--- config.mk ---
export PLATFORM = sky130hd
export DESIGN_NAME = disk_request_scheduler_top
export DESIGN_NICKNAME = d
export VERILOG_FILES = /design/src/drs_pkg.sv /design/src/disk_request_scheduler_top.sv /design/src/drs_ram.sv /design/src/drs_dp.sv /design/src/drs_ctrl.sv
export SDC_FILE = /design/constraint.sdc
export NUM_CORES = 2
export LEC_CHECK = 0
export BUFFER_PORTS_ARGS = -buffer_cell sky130_fd_sc_hd__clkbuf_2
export CAP_MARGIN = 20
export CORE_MARGIN = 2
export CORE_UTILIZATION = 55
export CTS_CLUSTER_SIZE = 20
export DETAILED_ROUTE_END_ITERATION = 10
export PLACE_DENSITY = 0.77
export RECOVER_POWER = 25
export SYNTH_ARGS = -nofsm -noshare
export SYNTH_HDL_FRONTEND = slang
export SYNTH_SLANG_ARGS = --single-unit
--- constraint.sdc ---
create_clock -name clk -period 6.1 [get_ports clk]
set_clock_uncertainty 0.15 [all_clocks]
set_input_delay 1.22 -clock clk [delete_from_list [all_inputs] [get_ports clk]]
set_output_delay 1.22 -clock clk [all_outputs]
set_load 0.02 [all_outputs]
--- src/drs_pkg.sv ---
// ----------------------------------------------------------------------------
// Disk request scheduler package
// Shared types and constants: policy and status codes, queue entry layout,
// and the command and status groups between controller and datapath.
// ----------------------------------------------------------------------------
package drs_pkg;

    localparam int TRACK_LSB = 9;
    localparam int ADDR_W    = 32;
    localparam int TRACK_W   = ADDR_W - TRACK_LSB;
    localparam int TAG_W     = 8;
    localparam int PRI_W     = 8;
    localparam int PEND_W    = 5;

    typedef enum logic [1:0] {
        POL_FCFS     = 2'd0,
        POL_PRIORITY = 2'd1,
        POL_SSTF     = 2'd2,
        POL_SCAN     = 2'd3
    } policy_t;

    typedef enum logic [1:0] {
        ST_ENQUEUED   = 2'd0,
        ST_DISPATCHED = 2'd1,
        ST_EMPTY      = 2'd2,
        ST_FULL       = 2'd3
    } status_t;

    localparam logic CMD_ENQUEUE  = 1'b0;
    localparam logic CMD_DISPATCH = 1'b1;

    typedef struct packed {
        logic [TAG_W-1:0]  tag;
        logic [ADDR_W-1:0] addr;
        logic [PRI_W-1:0]  pri;
        logic              disk;
    } entry_t;

    typedef struct packed {
        logic    load;
        logic    scan_issue;
        logic    pick;
        logic    fetch;
        logic    shift_issue;
        logic    finish;
        status_t code;
    } drs_ctl_t;

    typedef struct packed {
        logic full;
        logic empty;
        logic scan_last;
        logic shift_more;
    } drs_stat_t;

endpackage

--- src/disk_request_scheduler_top.sv ---
// ----------------------------------------------------------------------------
// Disk request scheduler
// Arrival-ordered request queue with first-come, priority, shortest-seek and
// scan-elevator dispatch.
//
//  Channel   Handshake               Payload
//  --------  ----------------------  ---------------------------------------
//  item in   start & !busy           cmd, request_tag, is_disk, byte_address,
//                                    req_priority, head_track
//  result    done (one cycle)        status, out_tag, out_address,
//                                    out_is_disk, pending, moving_up
//  config    cfg_valid & cfg_ready   cfg_data (policy)
//
// Enqueue, full and empty items: result in the cycle after acceptance, busy
// stays low. A dispatch holds busy through the steps that the single RAM read
// port serializes: a search over the queued entries, drain, pick, fetch,
// compaction of the entries behind the removed one, then the result.
// Reset empties the queue, selects first-come and points the scan upward;
// no clearing pass. Results cannot be stalled; done is a one-cycle strobe.
// ----------------------------------------------------------------------------
module disk_request_scheduler_top
    import drs_pkg::*;
#(
    parameter int QUEUE_DEPTH = 16
) (
    input  logic                clk,
    input  logic                rst_n,
    input  logic                start,
    output logic                busy,
    input  logic                cmd,
    input  logic [TAG_W-1:0]    request_tag,
    input  logic                is_disk,
    input  logic [ADDR_W-1:0]   byte_address,
    input  logic [PRI_W-1:0]    req_priority,
    input  logic [TRACK_W-1:0]  head_track,
    input  logic                cfg_valid,
    output logic                cfg_ready,
    input  logic [1:0]          cfg_data,
    output logic                done,
    output logic [1:0]          status,
    output logic [TAG_W-1:0]    out_tag,
    output logic [ADDR_W-1:0]   out_address,
    output logic                out_is_disk,
    output logic [PEND_W-1:0]   pending,
    output logic                moving_up
);

    drs_ctl_t  ctl;
    drs_stat_t stat;

    assign cfg_ready = !busy;

    drs_ctrl u_ctrl (
        .clk   (clk),
        .rst_n (rst_n),
        .start (start),
        .cmd   (cmd),
        .stat  (stat),
        .ctl   (ctl),
        .busy  (busy),
        .done  (done)
    );

    drs_dp #(
        .QUEUE_DEPTH (QUEUE_DEPTH)
    ) u_dp (
        .clk          (clk),
        .rst_n        (rst_n),
        .ctl          (ctl),
        .stat         (stat),
        .cfg_we       (cfg_valid && cfg_ready),
        .cfg_data     (cfg_data),
        .request_tag  (request_tag),
        .is_disk      (is_disk),
        .byte_address (byte_address),
        .req_priority (req_priority),
        .head_track   (head_track),
        .status       (status),
        .out_tag      (out_tag),
        .out_address  (out_address),
        .out_is_disk  (out_is_disk),
        .pending      (pending),
        .moving_up    (moving_up)
    );

endmodule

--- src/drs_ram.sv ---
// ----------------------------------------------------------------------------
// Generic simple dual-port RAM
// One write port, one read port with registered read data.
// ----------------------------------------------------------------------------
module drs_ram #(
    parameter int WIDTH = 8,
    parameter int DEPTH = 16
) (
    input  logic                     clk,
    input  logic                     wr_en,
    input  logic [$clog2(DEPTH)-1:0] wr_addr,
    input  logic [WIDTH-1:0]         wr_data,
    input  logic [$clog2(DEPTH)-1:0] rd_addr,
    output logic [WIDTH-1:0]         rd_data
);

    logic [WIDTH-1:0] mem [DEPTH];
    logic [WIDTH-1:0] rd_data_reg;

    always_ff @(posedge clk)
    begin
        if (wr_en)
        begin
            mem[wr_addr] <= wr_data;
        end
        rd_data_reg <= mem[rd_addr];
    end

    assign rd_data = rd_data_reg;

endmodule

--- src/drs_dp.sv ---
// ----------------------------------------------------------------------------
// Disk request scheduler datapath
// Queue storage, candidate search over the entries, removal by compaction,
// policy register and result registers.
// ----------------------------------------------------------------------------
module drs_dp
    import drs_pkg::*;
#(
    parameter int QUEUE_DEPTH = 16
) (
    input  logic                clk,
    input  logic                rst_n,
    input  drs_ctl_t            ctl,
    output drs_stat_t           stat,
    input  logic                cfg_we,
    input  logic [1:0]          cfg_data,
    input  logic [TAG_W-1:0]    request_tag,
    input  logic                is_disk,
    input  logic [ADDR_W-1:0]   byte_address,
    input  logic [PRI_W-1:0]    req_priority,
    input  logic [TRACK_W-1:0]  head_track,
    output logic [1:0]          status,
    output logic [TAG_W-1:0]    out_tag,
    output logic [ADDR_W-1:0]   out_address,
    output logic                out_is_disk,
    output logic [PEND_W-1:0]   pending,
    output logic                moving_up
);

    localparam int AW = $clog2(QUEUE_DEPTH);
    localparam int CW = $clog2(QUEUE_DEPTH + 1);
    localparam int EW = $bits(entry_t);

    // control state
    logic [CW-1:0]      count_reg, count_next;
    logic               scan_up_reg;
    policy_t            policy_reg;
    logic               eval_valid_reg;
    logic               wr_valid_reg;
    logic               any_found_reg, up_found_reg, dn_found_reg;

    // payload
    logic [TRACK_W-1:0] head_reg;
    logic [AW-1:0]      rd_idx_reg, eval_idx_reg;
    logic [AW-1:0]      any_idx_reg, up_idx_reg, dn_idx_reg, pri_idx_reg;
    logic [TRACK_W-1:0] any_d_reg, up_d_reg, dn_d_reg;
    logic [PRI_W-1:0]   best_pri_reg;
    logic [AW-1:0]      sel_reg;
    logic [CW-1:0]      sh_idx_reg;
    logic [AW-1:0]      wr_addr_reg;
    entry_t             hold_reg;
    status_t            result_code_reg;
    logic [TAG_W-1:0]   out_tag_reg;
    logic [ADDR_W-1:0]  out_address_reg;
    logic               out_is_disk_reg;
    logic [PEND_W-1:0]  pending_reg;
    logic               moving_up_reg;

    logic               enq_we;
    logic               ram_we;
    logic [AW-1:0]      ram_wr_addr;
    entry_t             ram_wr_data;
    logic [AW-1:0]      ram_rd_addr;
    logic [EW-1:0]      ram_rd_data;
    entry_t             rd_entry;

    logic [TRACK_W-1:0] track;
    logic               is_up, is_dn;
    logic [TRACK_W-1:0] seek_len;
    logic [AW-1:0]      sel_next;
    logic               flip;
    logic [CW+PEND_W-1:0] pend_ext;

    assign enq_we      = ctl.finish && (ctl.code == ST_ENQUEUED);
    assign ram_we      = enq_we || wr_valid_reg;
    assign ram_wr_addr = enq_we ? count_reg[AW-1:0] : wr_addr_reg;

    always_comb
    begin
        if (enq_we)
        begin
            ram_wr_data.tag  = request_tag;
            ram_wr_data.addr = byte_address;
            ram_wr_data.pri  = req_priority;
            ram_wr_data.disk = is_disk;
        end
        else
        begin
            ram_wr_data = rd_entry;
        end
    end

    always_comb
    begin
        if (ctl.pick)
        begin
            ram_rd_addr = sel_next;
        end
        else if (ctl.shift_issue)
        begin
            ram_rd_addr = sh_idx_reg[AW-1:0];
        end
        else
        begin
            ram_rd_addr = rd_idx_reg;
        end
    end

    drs_ram #(
        .WIDTH (EW),
        .DEPTH (QUEUE_DEPTH)
    ) u_queue_ram (
        .clk     (clk),
        .wr_en   (ram_we),
        .wr_addr (ram_wr_addr),
        .wr_data (ram_wr_data),
        .rd_addr (ram_rd_addr),
        .rd_data (ram_rd_data)
    );

    assign rd_entry = entry_t'(ram_rd_data);

    // distance of the entry under evaluation from the head
    assign track    = rd_entry.addr[ADDR_W-1:TRACK_LSB];
    assign is_up    = (track >= head_reg);
    assign is_dn    = (track <= head_reg);
    assign seek_len = is_up ? (track - head_reg) : (head_reg - track);

    // choose the entry to remove; scan flips when nothing lies ahead
    always_comb
    begin
        sel_next = '0;
        flip     = 1'b0;
        unique case (policy_reg)
            POL_FCFS:
            begin
                sel_next = '0;
            end
            POL_PRIORITY:
            begin
                sel_next = pri_idx_reg;
            end
            POL_SSTF:
            begin
                sel_next = any_found_reg ? any_idx_reg : '0;
            end
            POL_SCAN:
            begin
                if (!any_found_reg)
                begin
                    sel_next = '0;
                end
                else if (scan_up_reg)
                begin
                    sel_next = up_found_reg ? up_idx_reg : dn_idx_reg;
                    flip     = !up_found_reg;
                end
                else
                begin
                    sel_next = dn_found_reg ? dn_idx_reg : up_idx_reg;
                    flip     = !dn_found_reg;
                end
            end
            default:
            begin
                sel_next = '0;
            end
        endcase
    end

    always_comb
    begin
        count_next = count_reg;
        if (ctl.finish && (ctl.code == ST_ENQUEUED))
        begin
            count_next = count_reg + CW'(1);
        end
        else if (ctl.finish && (ctl.code == ST_DISPATCHED))
        begin
            count_next = count_reg - CW'(1);
        end
    end

    assign pend_ext = {{PEND_W{1'b0}}, count_next};

    assign stat.full       = (count_reg == CW'(QUEUE_DEPTH));
    assign stat.empty      = (count_reg == '0);
    assign stat.scan_last  = (CW'(rd_idx_reg) == (count_reg - CW'(1)));
    assign stat.shift_more = (sh_idx_reg < count_reg);

    always_ff @(posedge clk or negedge rst_n)
    begin
        if (!rst_n)
        begin
            count_reg      <= '0;
            scan_up_reg    <= 1'b1;
            policy_reg     <= POL_FCFS;
            eval_valid_reg <= 1'b0;
            wr_valid_reg   <= 1'b0;
            any_found_reg  <= 1'b0;
            up_found_reg   <= 1'b0;
            dn_found_reg   <= 1'b0;
        end
        else
        begin
            count_reg      <= count_next;
            eval_valid_reg <= ctl.scan_issue;
            wr_valid_reg   <= ctl.shift_issue;
            if (cfg_we)
            begin
                policy_reg <= policy_t'(cfg_data);
            end
            if (ctl.pick && flip)
            begin
                scan_up_reg <= !scan_up_reg;
            end
            if (ctl.load)
            begin
                any_found_reg <= 1'b0;
                up_found_reg  <= 1'b0;
                dn_found_reg  <= 1'b0;
            end
            else if (eval_valid_reg && rd_entry.disk)
            begin
                if (!any_found_reg || (seek_len < any_d_reg))
                begin
                    any_found_reg <= 1'b1;
                end
                if (is_up && (!up_found_reg || (seek_len < up_d_reg)))
                begin
                    up_found_reg <= 1'b1;
                end
                if (is_dn && (!dn_found_reg || (seek_len < dn_d_reg)))
                begin
                    dn_found_reg <= 1'b1;
                end
            end
        end
    end

    always_ff @(posedge clk)
    begin
        if (ctl.load)
        begin
            head_reg   <= head_track;
            rd_idx_reg <= '0;
        end
        else if (ctl.scan_issue)
        begin
            rd_idx_reg <= rd_idx_reg + AW'(1);
        end
        eval_idx_reg <= rd_idx_reg;

        if (eval_valid_reg)
        begin
            if ((eval_idx_reg == '0) || (rd_entry.pri > best_pri_reg))
            begin
                pri_idx_reg  <= eval_idx_reg;
                best_pri_reg <= rd_entry.pri;
            end
            if (rd_entry.disk)
            begin
                if (!any_found_reg || (seek_len < any_d_reg))
                begin
                    any_idx_reg <= eval_idx_reg;
                    any_d_reg   <= seek_len;
                end
                if (is_up && (!up_found_reg || (seek_len < up_d_reg)))
                begin
                    up_idx_reg <= eval_idx_reg;
                    up_d_reg   <= seek_len;
                end
                if (is_dn && (!dn_found_reg || (seek_len < dn_d_reg)))
                begin
                    dn_idx_reg <= eval_idx_reg;
                    dn_d_reg   <= seek_len;
                end
            end
        end

        if (ctl.pick)
        begin
            sel_reg <= sel_next;
        end

        // later entries move up one place: read i+1, write i in the next cycle
        if (ctl.fetch)
        begin
            hold_reg   <= rd_entry;
            sh_idx_reg <= CW'(sel_reg) + CW'(1);
        end
        else if (ctl.shift_issue)
        begin
            sh_idx_reg  <= sh_idx_reg + CW'(1);
            wr_addr_reg <= sh_idx_reg[AW-1:0] - AW'(1);
        end

        if (ctl.finish)
        begin
            result_code_reg <= ctl.code;
            pending_reg     <= pend_ext[PEND_W-1:0];
            moving_up_reg   <= scan_up_reg;
            if (ctl.code == ST_DISPATCHED)
            begin
                out_tag_reg     <= hold_reg.tag;
                out_address_reg <= hold_reg.addr;
                out_is_disk_reg <= hold_reg.disk;
            end
            else
            begin
                out_tag_reg     <= '0;
                out_address_reg <= '0;
                out_is_disk_reg <= 1'b0;
            end
        end
    end

    assign status      = result_code_reg;
    assign out_tag     = out_tag_reg;
    assign out_address = out_address_reg;
    assign out_is_disk = out_is_disk_reg;
    assign pending     = pending_reg;
    assign moving_up   = moving_up_reg;

    a_count_bound: assert property (@(posedge clk) disable iff (!rst_n)
        count_reg <= CW'(QUEUE_DEPTH))
        else $error("queue count beyond depth");

    a_pick_after_eval: assert property (@(posedge clk) disable iff (!rst_n)
        ctl.pick |-> !eval_valid_reg)
        else $error("pick while an entry is still under evaluation");

    a_write_port: assert property (@(posedge clk) disable iff (!rst_n)
        wr_valid_reg |-> !enq_we)
        else $error("enqueue write collides with compaction write");

    a_side_found: assert property (@(posedge clk) disable iff (!rst_n)
        ctl.pick |-> (!any_found_reg || up_found_reg || dn_found_reg))
        else $error("disk entry found but on neither side of the head");

    a_dispatch_count: assert property (@(posedge clk) disable iff (!rst_n)
        (ctl.finish && (ctl.code == ST_DISPATCHED)) |=>
            ((count_reg + CW'(1)) == $past(count_reg)))
        else $error("dispatch did not remove exactly one entry");

endmodule

--- src/drs_ctrl.sv ---
// ----------------------------------------------------------------------------
// Disk request scheduler controller
// Sequences enqueue, search, selection, compaction and result strobe.
// ----------------------------------------------------------------------------
module drs_ctrl
    import drs_pkg::*;
(
    input  logic      clk,
    input  logic      rst_n,
    input  logic      start,
    input  logic      cmd,
    input  drs_stat_t stat,
    output drs_ctl_t  ctl,
    output logic      busy,
    output logic      done
);

    typedef enum logic [2:0] {
        S_IDLE,
        S_SCAN,
        S_DRAIN,
        S_PICK,
        S_FETCH,
        S_SHIFT,
        S_FINISH
    } state_t;

    state_t state_reg, state_next;
    logic   done_reg;

    always_comb
    begin
        state_next = state_reg;
        ctl        = '0;
        ctl.code   = ST_ENQUEUED;
        unique case (state_reg)
            S_IDLE:
            begin
                if (start)
                begin
                    if (cmd == CMD_ENQUEUE)
                    begin
                        ctl.finish = 1'b1;
                        ctl.code   = stat.full ? ST_FULL : ST_ENQUEUED;
                    end
                    else if (stat.empty)
                    begin
                        ctl.finish = 1'b1;
                        ctl.code   = ST_EMPTY;
                    end
                    else
                    begin
                        ctl.load   = 1'b1;
                        state_next = S_SCAN;
                    end
                end
            end
            S_SCAN:
            begin
                ctl.scan_issue = 1'b1;
                if (stat.scan_last)
                begin
                    state_next = S_DRAIN;
                end
            end
            S_DRAIN:
            begin
                state_next = S_PICK;
            end
            S_PICK:
            begin
                ctl.pick   = 1'b1;
                state_next = S_FETCH;
            end
            S_FETCH:
            begin
                ctl.fetch  = 1'b1;
                state_next = S_SHIFT;
            end
            S_SHIFT:
            begin
                ctl.shift_issue = stat.shift_more;
                if (!stat.shift_more)
                begin
                    state_next = S_FINISH;
                end
            end
            S_FINISH:
            begin
                ctl.finish = 1'b1;
                ctl.code   = ST_DISPATCHED;
                state_next = S_IDLE;
            end
            default:
            begin
                state_next = S_IDLE;
            end
        endcase
    end

    always_ff @(posedge clk or negedge rst_n)
    begin
        if (!rst_n)
        begin
            state_reg <= S_IDLE;
            done_reg  <= 1'b0;
        end
        else
        begin
            state_reg <= state_next;
            done_reg  <= ctl.finish;
        end
    end

    assign busy = (state_reg != S_IDLE);
    assign done = done_reg;

endmodule

---- Word-level counts from Yosys, hierarchy flattened ----
Memories as Yosys holds them, arrays and structs flattened. A register that Yosys moved wholly into a read port is not among the register bits.
Index checks and enable logic that the tools add are counted.
cells by class
  add/sub/neg operators ................... 8
  magnitude comparators ................... 7
  equal/unequal tests ..................... 17
  multiplexer cells ....................... 48
  bitwise logic cells ..................... 1
  reductions and logical operators ........ 37
operator list
  cell                                                  count
  less-than comparator 23 bit                           3
  two-way mux 49 bit                                    1
  subtractor 23 bit                                     2
  two-way mux 4 bit                                     8
  two-way mux 3 bit                                     8
  >= comparator 23 bit                                  1
  <= comparator 23 bit                                  1
  two-way mux 23 bit                                    1
  two-way mux 1 bit                                     22
  two-way mux 5 bit                                     4
  one-hot mux 3 bit (6 select lines)                    1
  one-hot mux 4 bit (4 select lines)                    1
  adder 5 x 1 -> 5 bit (second input constant)          2
  inequality test 2 bit (second input constant)         5
  AND reduction 2 bit                                   5
  nonzero test 2 bit                                    5
  equality test 3 bit (second input constant)           3
  AND reduction 3 bit                                   3
  > comparator 8 bit                                    1
  logical AND 1 bit                                     7
  equality test 3 x 2 -> 1 bit (second input constant)  2
  one-hot mux 3 bit (2 select lines)                    1
  adder 4 x 1 -> 5 bit (second input constant)          1
  equality test 4 x 5 -> 1 bit                          1
  other kinds (18)                                      29
storage, ports and cells
  register bits after elaboration ......... 244
  bits in writable memories ............... 784
  word-level logic and storage cells ...... 152
  memories ................................ 1
memories
  memory                depth  bits a word  rd ports  clocked after Yosys merged registers in  write ports  line           source
  u_dp.u_queue_ram.mem  16     49           1         1                                        1            drs_ram.sv:17  logic [WIDTH-1:0] mem [DEPTH];

---- Longest topological paths before layout ----
  word-level depth ........................ 10
  depth in mapped cells ................... 23
  mapped depth without buffers ............ 21

---- Modules after synthesis ----
From an unflattened synthesis, not the netlist that was laid out.
unflattened totals
  cells, all modules ...................... 2460
  area total of the unflattened synthesis .. 43902.1 µm²
modules (own cells, without submodules)
  module                      instances  cells each  area an instance (µm²)  seq. area each (µm²)
  drs_ram                     1          1268        30336.6                 24523.5
  drs_dp                      1          1154        13246.5                 7063.0
  drs_ctrl                    1          36          309.0                   100.1
  disk_request_scheduler_top  1          2           10.0                    0.0

---- Worst setup path after synthesis ----
No wires, ideal clock.
  path type ............................... flip-flop to flip-flop
  start point ............................. reg u_dp.head_reg[18]
  end point ............................... reg u_dp.dn_d_reg[0] (enable)
  arrival ................................. 6162 ps
  data required time ...................... 5497 ps
  slack ................................... -665 ps
  cell stages (with the launch flop) ...... 21
  cells stage by stage .................... edfxtp_1 -> ha_1 -> buf_2 -> nand2_1 -> or3_1 -> nor4_1 -> nand3b_1 -> a31oi_1 -> nor2_4 -> buf_4 -> mux2_2 -> xnor2_1 -> ha_1 -> a21o_1 -> a21o_1 -> a21oi_1 -> o21ai_0 -> a21o_1 -> a211oi_1 -> nor4_1 -> a211oi_1
between the ends
  longest elaborated chain between the ends .. 6
  elaborated cells on any way between the ends .. 9
  those cells by class .................... add/sub: 2; order compare: 3; mux: 1; reduce/logical: 3
ends and longest elaborated chain
  item                                  line           source
  start: declaration                    drs_dp.sv:43   logic [TRACK_W-1:0] head_reg;
  start signal: assignment              drs_dp.sv:245  head_reg <= head_track;
  >= comparator 23 bit                  drs_dp.sv:125  assign is_up = (track >= head_reg);
  two-way mux 23 bit                    drs_dp.sv:127  assign seek_len = is_up ? (track - head_reg) : (head_reg - track);
  via u_dp.seek_len[8]                  drs_dp.sv:69   logic [TRACK_W-1:0] seek_len;
  less-than comparator 23 bit           drs_dp.sv:273  if (is_dn && (!dn_found_reg || (seek_len < dn_d_reg)))
  logical OR 1 bit                      drs_dp.sv:273
  logical AND 1 bit                     drs_dp.sv:273
  AND reduction 3 bit (no source line)  -
  end signal: assignment                drs_dp.sv:276  dn_d_reg <= seek_len;
  end: declaration                      drs_dp.sv:46   logic [TRACK_W-1:0] any_d_reg, up_d_reg, dn_d_reg;
The timed path passes the listed nets, and every way through them passes these cells.
A chain may end at the register's enable or synchronous reset.

---- Worst setup path after layout ----
  start point ............................. reg u_dp.u_queue_ram.rd_data_reg[19], in the netlist u_dp.u_queue_ram.rd_data[19], read port of u_dp.u_queue_ram.mem
  end point ............................... reg u_dp.dn_idx_reg[3] (enable)
between the ends
  longest elaborated chain between the ends .. 6
  elaborated cells on any way between the ends .. 9
  those cells by class .................... add/sub: 2; order compare: 3; mux: 1; reduce/logical: 3
ends and longest elaborated chain
  item                                                       line                          source
  start: declaration                                         drs_ram.sv:18                 logic [WIDTH-1:0] rd_data_reg;
  subtractor 23 bit or >= comparator 23 bit (tied branches)  drs_dp.sv:127, drs_dp.sv:125
  two-way mux 23 bit (*)                                     drs_dp.sv:127
  via u_dp.seek_len[4]                                       drs_dp.sv:69
  less-than comparator 23 bit (*)                            drs_dp.sv:273
  logical OR 1 bit (*)                                       drs_dp.sv:273
  logical AND 1 bit (*)                                      drs_dp.sv:273
  AND reduction 3 bit (no source line) (*)                   -
  end signal: assignment                                     drs_dp.sv:275                 dn_idx_reg <= eval_idx_reg;
  end: declaration                                           drs_dp.sv:45                  logic [AW-1:0] any_idx_reg, up_idx_reg, dn_idx_reg, pri_idx_reg;
Mark *: on every way through the listed nets, which the timed path passes. The rest lies on a longest branch.

==> summary.txt <==
Setup path
  • CP Max Fanout: 19
  • R2r endpoint: u_dp.dn_idx_reg[3]
  • Worst r2r path cells: 20
  • Critical path class: reg2reg
  • WP buf/inv: 4
  • Worst stage delay on the critical path: 470 ps
  • WP data arrival: 5940 ps
  • Critical path capture point type: flip-flop
  • Worst-path cell chain: inv_1 > ha_1 > nand2b_1 > a21oi_1 > o22ai_1 > o41ai_1 > buf_4 > a31oi_1 > nor2_4 > buf_4 > mux2i_1 > a21oi_1 > xnor2_1 > ha_1 > o2111ai_1 > a211oi_1 > a211oi_1 > nor4_1 > a211oi_4 > buf_6
  • Top Family by Delay on Critical Path: compound AO/OA/AOI/OAI gates
  • Reg2reg setup slack: between 300 and 400 ps
  • R2r startpoint: u_dp.u_queue_ram.rd_data[19]
  • CP startpoint kind: flip-flop
  • Crit path required time: 6300 ps
  • Critical path's slowest cell: xnor2_1

Synth
  • Area contributors post-synth: edfxtp_1 66%, mux2i_1 4.7%, ha_1 3.5%, mux2_1 3.4%, o211ai_1 3.3%
  • Mux share of post-synthesis cell area: 10.4%
  • Compound-Gate Fraction of Synth Area: roughly 6.8%
  • Yosys reg bits: about 1.1k
  • Syn_area_per_cell: 15.3 um^2
  • Commonest cells post-synth: 1,003 x edfxtp_1, 263 x nand2_1, 214 x mux2i_1, 201 x o211ai_1, 149 x inv_1
  • Largest family of logic cells by synthesized area: multiplexers
  • Syn_nets: between 3k and 4k
  • Most common cell in the netlist: edfxtp_1
  • Share of the synthesized area in the top cell type: 66.4%
  • Most common flop cell mapped by yosys: edfxtp_1
  • Adder-Cell Fraction of Synth Area: 3.62%
  • Async S/R FF share, synth: approximately 1.6%
  • Post-Synth Simple-Gate Area: 5.27%
  • Synth Area in XOR/XNOR: 0.752%
  • Distinct cells, synth: 69
  • Mapped Cells: 2,959
  • Mapped cell area: 45,400 um^2
  • Post-synth EDFFs: 1,003
  • Ys Warns: 0
  • Post-synthesis sequential area ratio: 69.8%
  • Largest area contributor in the netlist: edfxtp_1

STA
  • Highest Clock Rate: 0.174 GHz
  • RSZ-0062 raised after global routing: false
  • Final slew viol count: 144
  • Slew at the pin closest to its max-slew limit: ~4200 ps
  • Final period utilization: a little over nine tenths
  • Max_slew headroom: -182%
  • Worst Setup Slack, final: 356 ps
  • Endpoints failing hold: 0
  • Fin Hold WS: 275 ps
  • Setup-failing EPs final: 0
  • Setup_tns: 0 ps
  • Final min period: approximately 5700 ps

Run
  • Maxcap violations: 4

Layout
  • Final Core Density: between 60 and 70%
  • Max FFs per register: 784
  • Final design area excluding fillers: 50,800 um^2
  • Area delta synth->final: 11.8%
  • Post-layout nets: 3,335
  • Layout cell share with drive strength beyond 1: approximately 13%
  • Number of diodes: 0

CTS
  • CTS root buffer: clkbuf_16
  • Bufs on Longest Clock Path: 3
  • CTS tree: built
  • Clk Latency, worst-skew pair: 670 ps
  • Num CTS Buffers: 103
  • Post-cts hold buffer count: 0
  • Setup Fix Bufs, Post-CTS: 0
  • Clock-pin slew on the worst setup and hold paths: 60 ps
  • Htree depth: 3
  • Sink Count: 1,077

Floorplanning
  • Initial Utilization: 55.5%
  • Die extent in x: 291 um
  • Num ports: 131
  • Core Rows: 105
  • Die Height: 291 um
  • Area of the die: roughly 85,000 um^2
  • Core area: 81,800 um^2

Power
  • Lkg Pwr: 17.7 nW
  • Pwr/cell area: 553 nW/um^2
  • Worst VDD drop: roughly 410 uV

Hold path
  • Worst Hold Depth: 0
  • Hold Crit Class: reg2reg
  • Hold_sp: u_dp.u_queue_ram.rd_data[46]
  • WHS Endpoint: u_dp.hold_reg[46]

Route
  • Via count: 25.7k
  • WL per Instance: 23.6 um
  • WL final: 101,000 um
  • Detailed Routing Iterations Pass 1: 5
  • Initial DRC count: 2,478
  • Via density: 6.00
  • Antenna Nets Post-Route: 0
  • Residual DRC: 0

Place
  • Dpl ws: approximately 380 ps
  • Port Buffer Count: 130
  • Cell Area, Placed: 47,500 um^2
  • Post-DP HPWL: 57,600 um
  • Placer's final routability congestion estimate: 0.925

Run status
  • Failing checks: capacitance limit, slew limit
  • Status: finished, violations left

Global routing
  • First-pass GRT wire length: around 150,000 um
  • Pin count of the biggest net entering global routing: ~140
  • Initial antenna violation count: 3
  • GR Util All Layers: between 20% and 30%
  • Vias in the first global route: 26.0k
  • Grt total ovfl: 0
logic make-up after synthesis:
group                    after synthesis
AO/OA/AOI/OAI                        457
XOR/XNOR                              39
multiplexers                         445
AND/OR/NAND/NOR                      512
flip-flops                          1077
buffers and inverters                299
adder cells (fa/ha/maj)              130
per-stage QoR:
stage	total power, mW	std cells
after floorplan	18.7	2959
after global placement	21.1	4091
after detailed placement	21.7	4091
after CTS	28.2	4287
after global routing	29.5	4287
final	28.1	4287
worst register-to-register path: stages, from the launching register on:
cell       delay (ps)
dfxtp_1           410
inv_1             130
ha_1              410
nand2b_1          120
a21oi_1           180
o22ai_1           200
o41ai_1           390
buf_4             190
a31oi_1           130
nor2_4            210
buf_4             280
mux2i_1           270
a21oi_1           110
xnor2_1           470
ha_1              350
o2111ai_1         260
a211oi_1          110
a211oi_1          410
nor4_1            150
a211oi_4          280
buf_6             250
where the power goes:
group	internal [mW]	switching [mW]	total, mW
clock	3.75	2.69	6.44
sequential	10.2	0.467	10.7
combinational	3.95	7.02	11.0
total	17.9	10.2	28.1
layout by cell type (no fill, tap or decap), types with 60 or more instances in the layout:
cell          n
clkbuf_2     60
nand4_1      68
clkbuf_1    121
ha_1        127
o211ai_1    201
a21oi_1      71
mux2i_1     214
nand2_1     263
edfxtp_1   1003
o21ai_0      79
clkbuf_16   105
inv_1       150
mux2_2       94
mux2_1      136
layout make-up:
class | count | area (um^2)
clock buffer | 149 | 2870
fill | 5714 | 31100
timing repair buffer | 211 | 1320
multi-input combinational | 1583 | 12400
inverter | 150 | 563
tap | 1070 | 1340
clock inverter | 47 | 571
sequential | 1077 | 31700
metal layers:
metal	vias up	track usage, %	part of all wire, %
li1	11600	-	-
met1	12900	31.6	41
met2	1051	39.9	49
met3	215	3.58	6.7
met4	4	8.04	2.9
met5	-	0	0.027
timing repair:
action                                  in CTS  in global routing
resized for setup                            0                  4
endpoints found under the setup margin       0                 34
endpoints found under the hold margin        0                  0
worst max-delay path by stage:
stage,from,end,slack (ps),depth (start not counted)
5_1_grt,u_dp.u_queue_ram.rd_data[19],u_dp.dn_idx_reg[3],0.7,22
2_1_floorplan,u_dp.head_reg[18],u_dp.dn_d_reg[0],260,20
4_1_cts,u_dp.u_queue_ram.rd_data[35],u_dp.any_idx_reg[0],390,23
6_report,u_dp.u_queue_ram.rd_data[19],u_dp.dn_idx_reg[3],360,20
3_5_place_dp,u_dp.u_queue_ram.rd_data[36],u_dp.any_idx_reg[2],380,23
3_3_place_gp,u_dp.u_queue_ram.rd_data[36],u_dp.any_idx_reg[0],460,23
(Power assumes the default switching activity.)
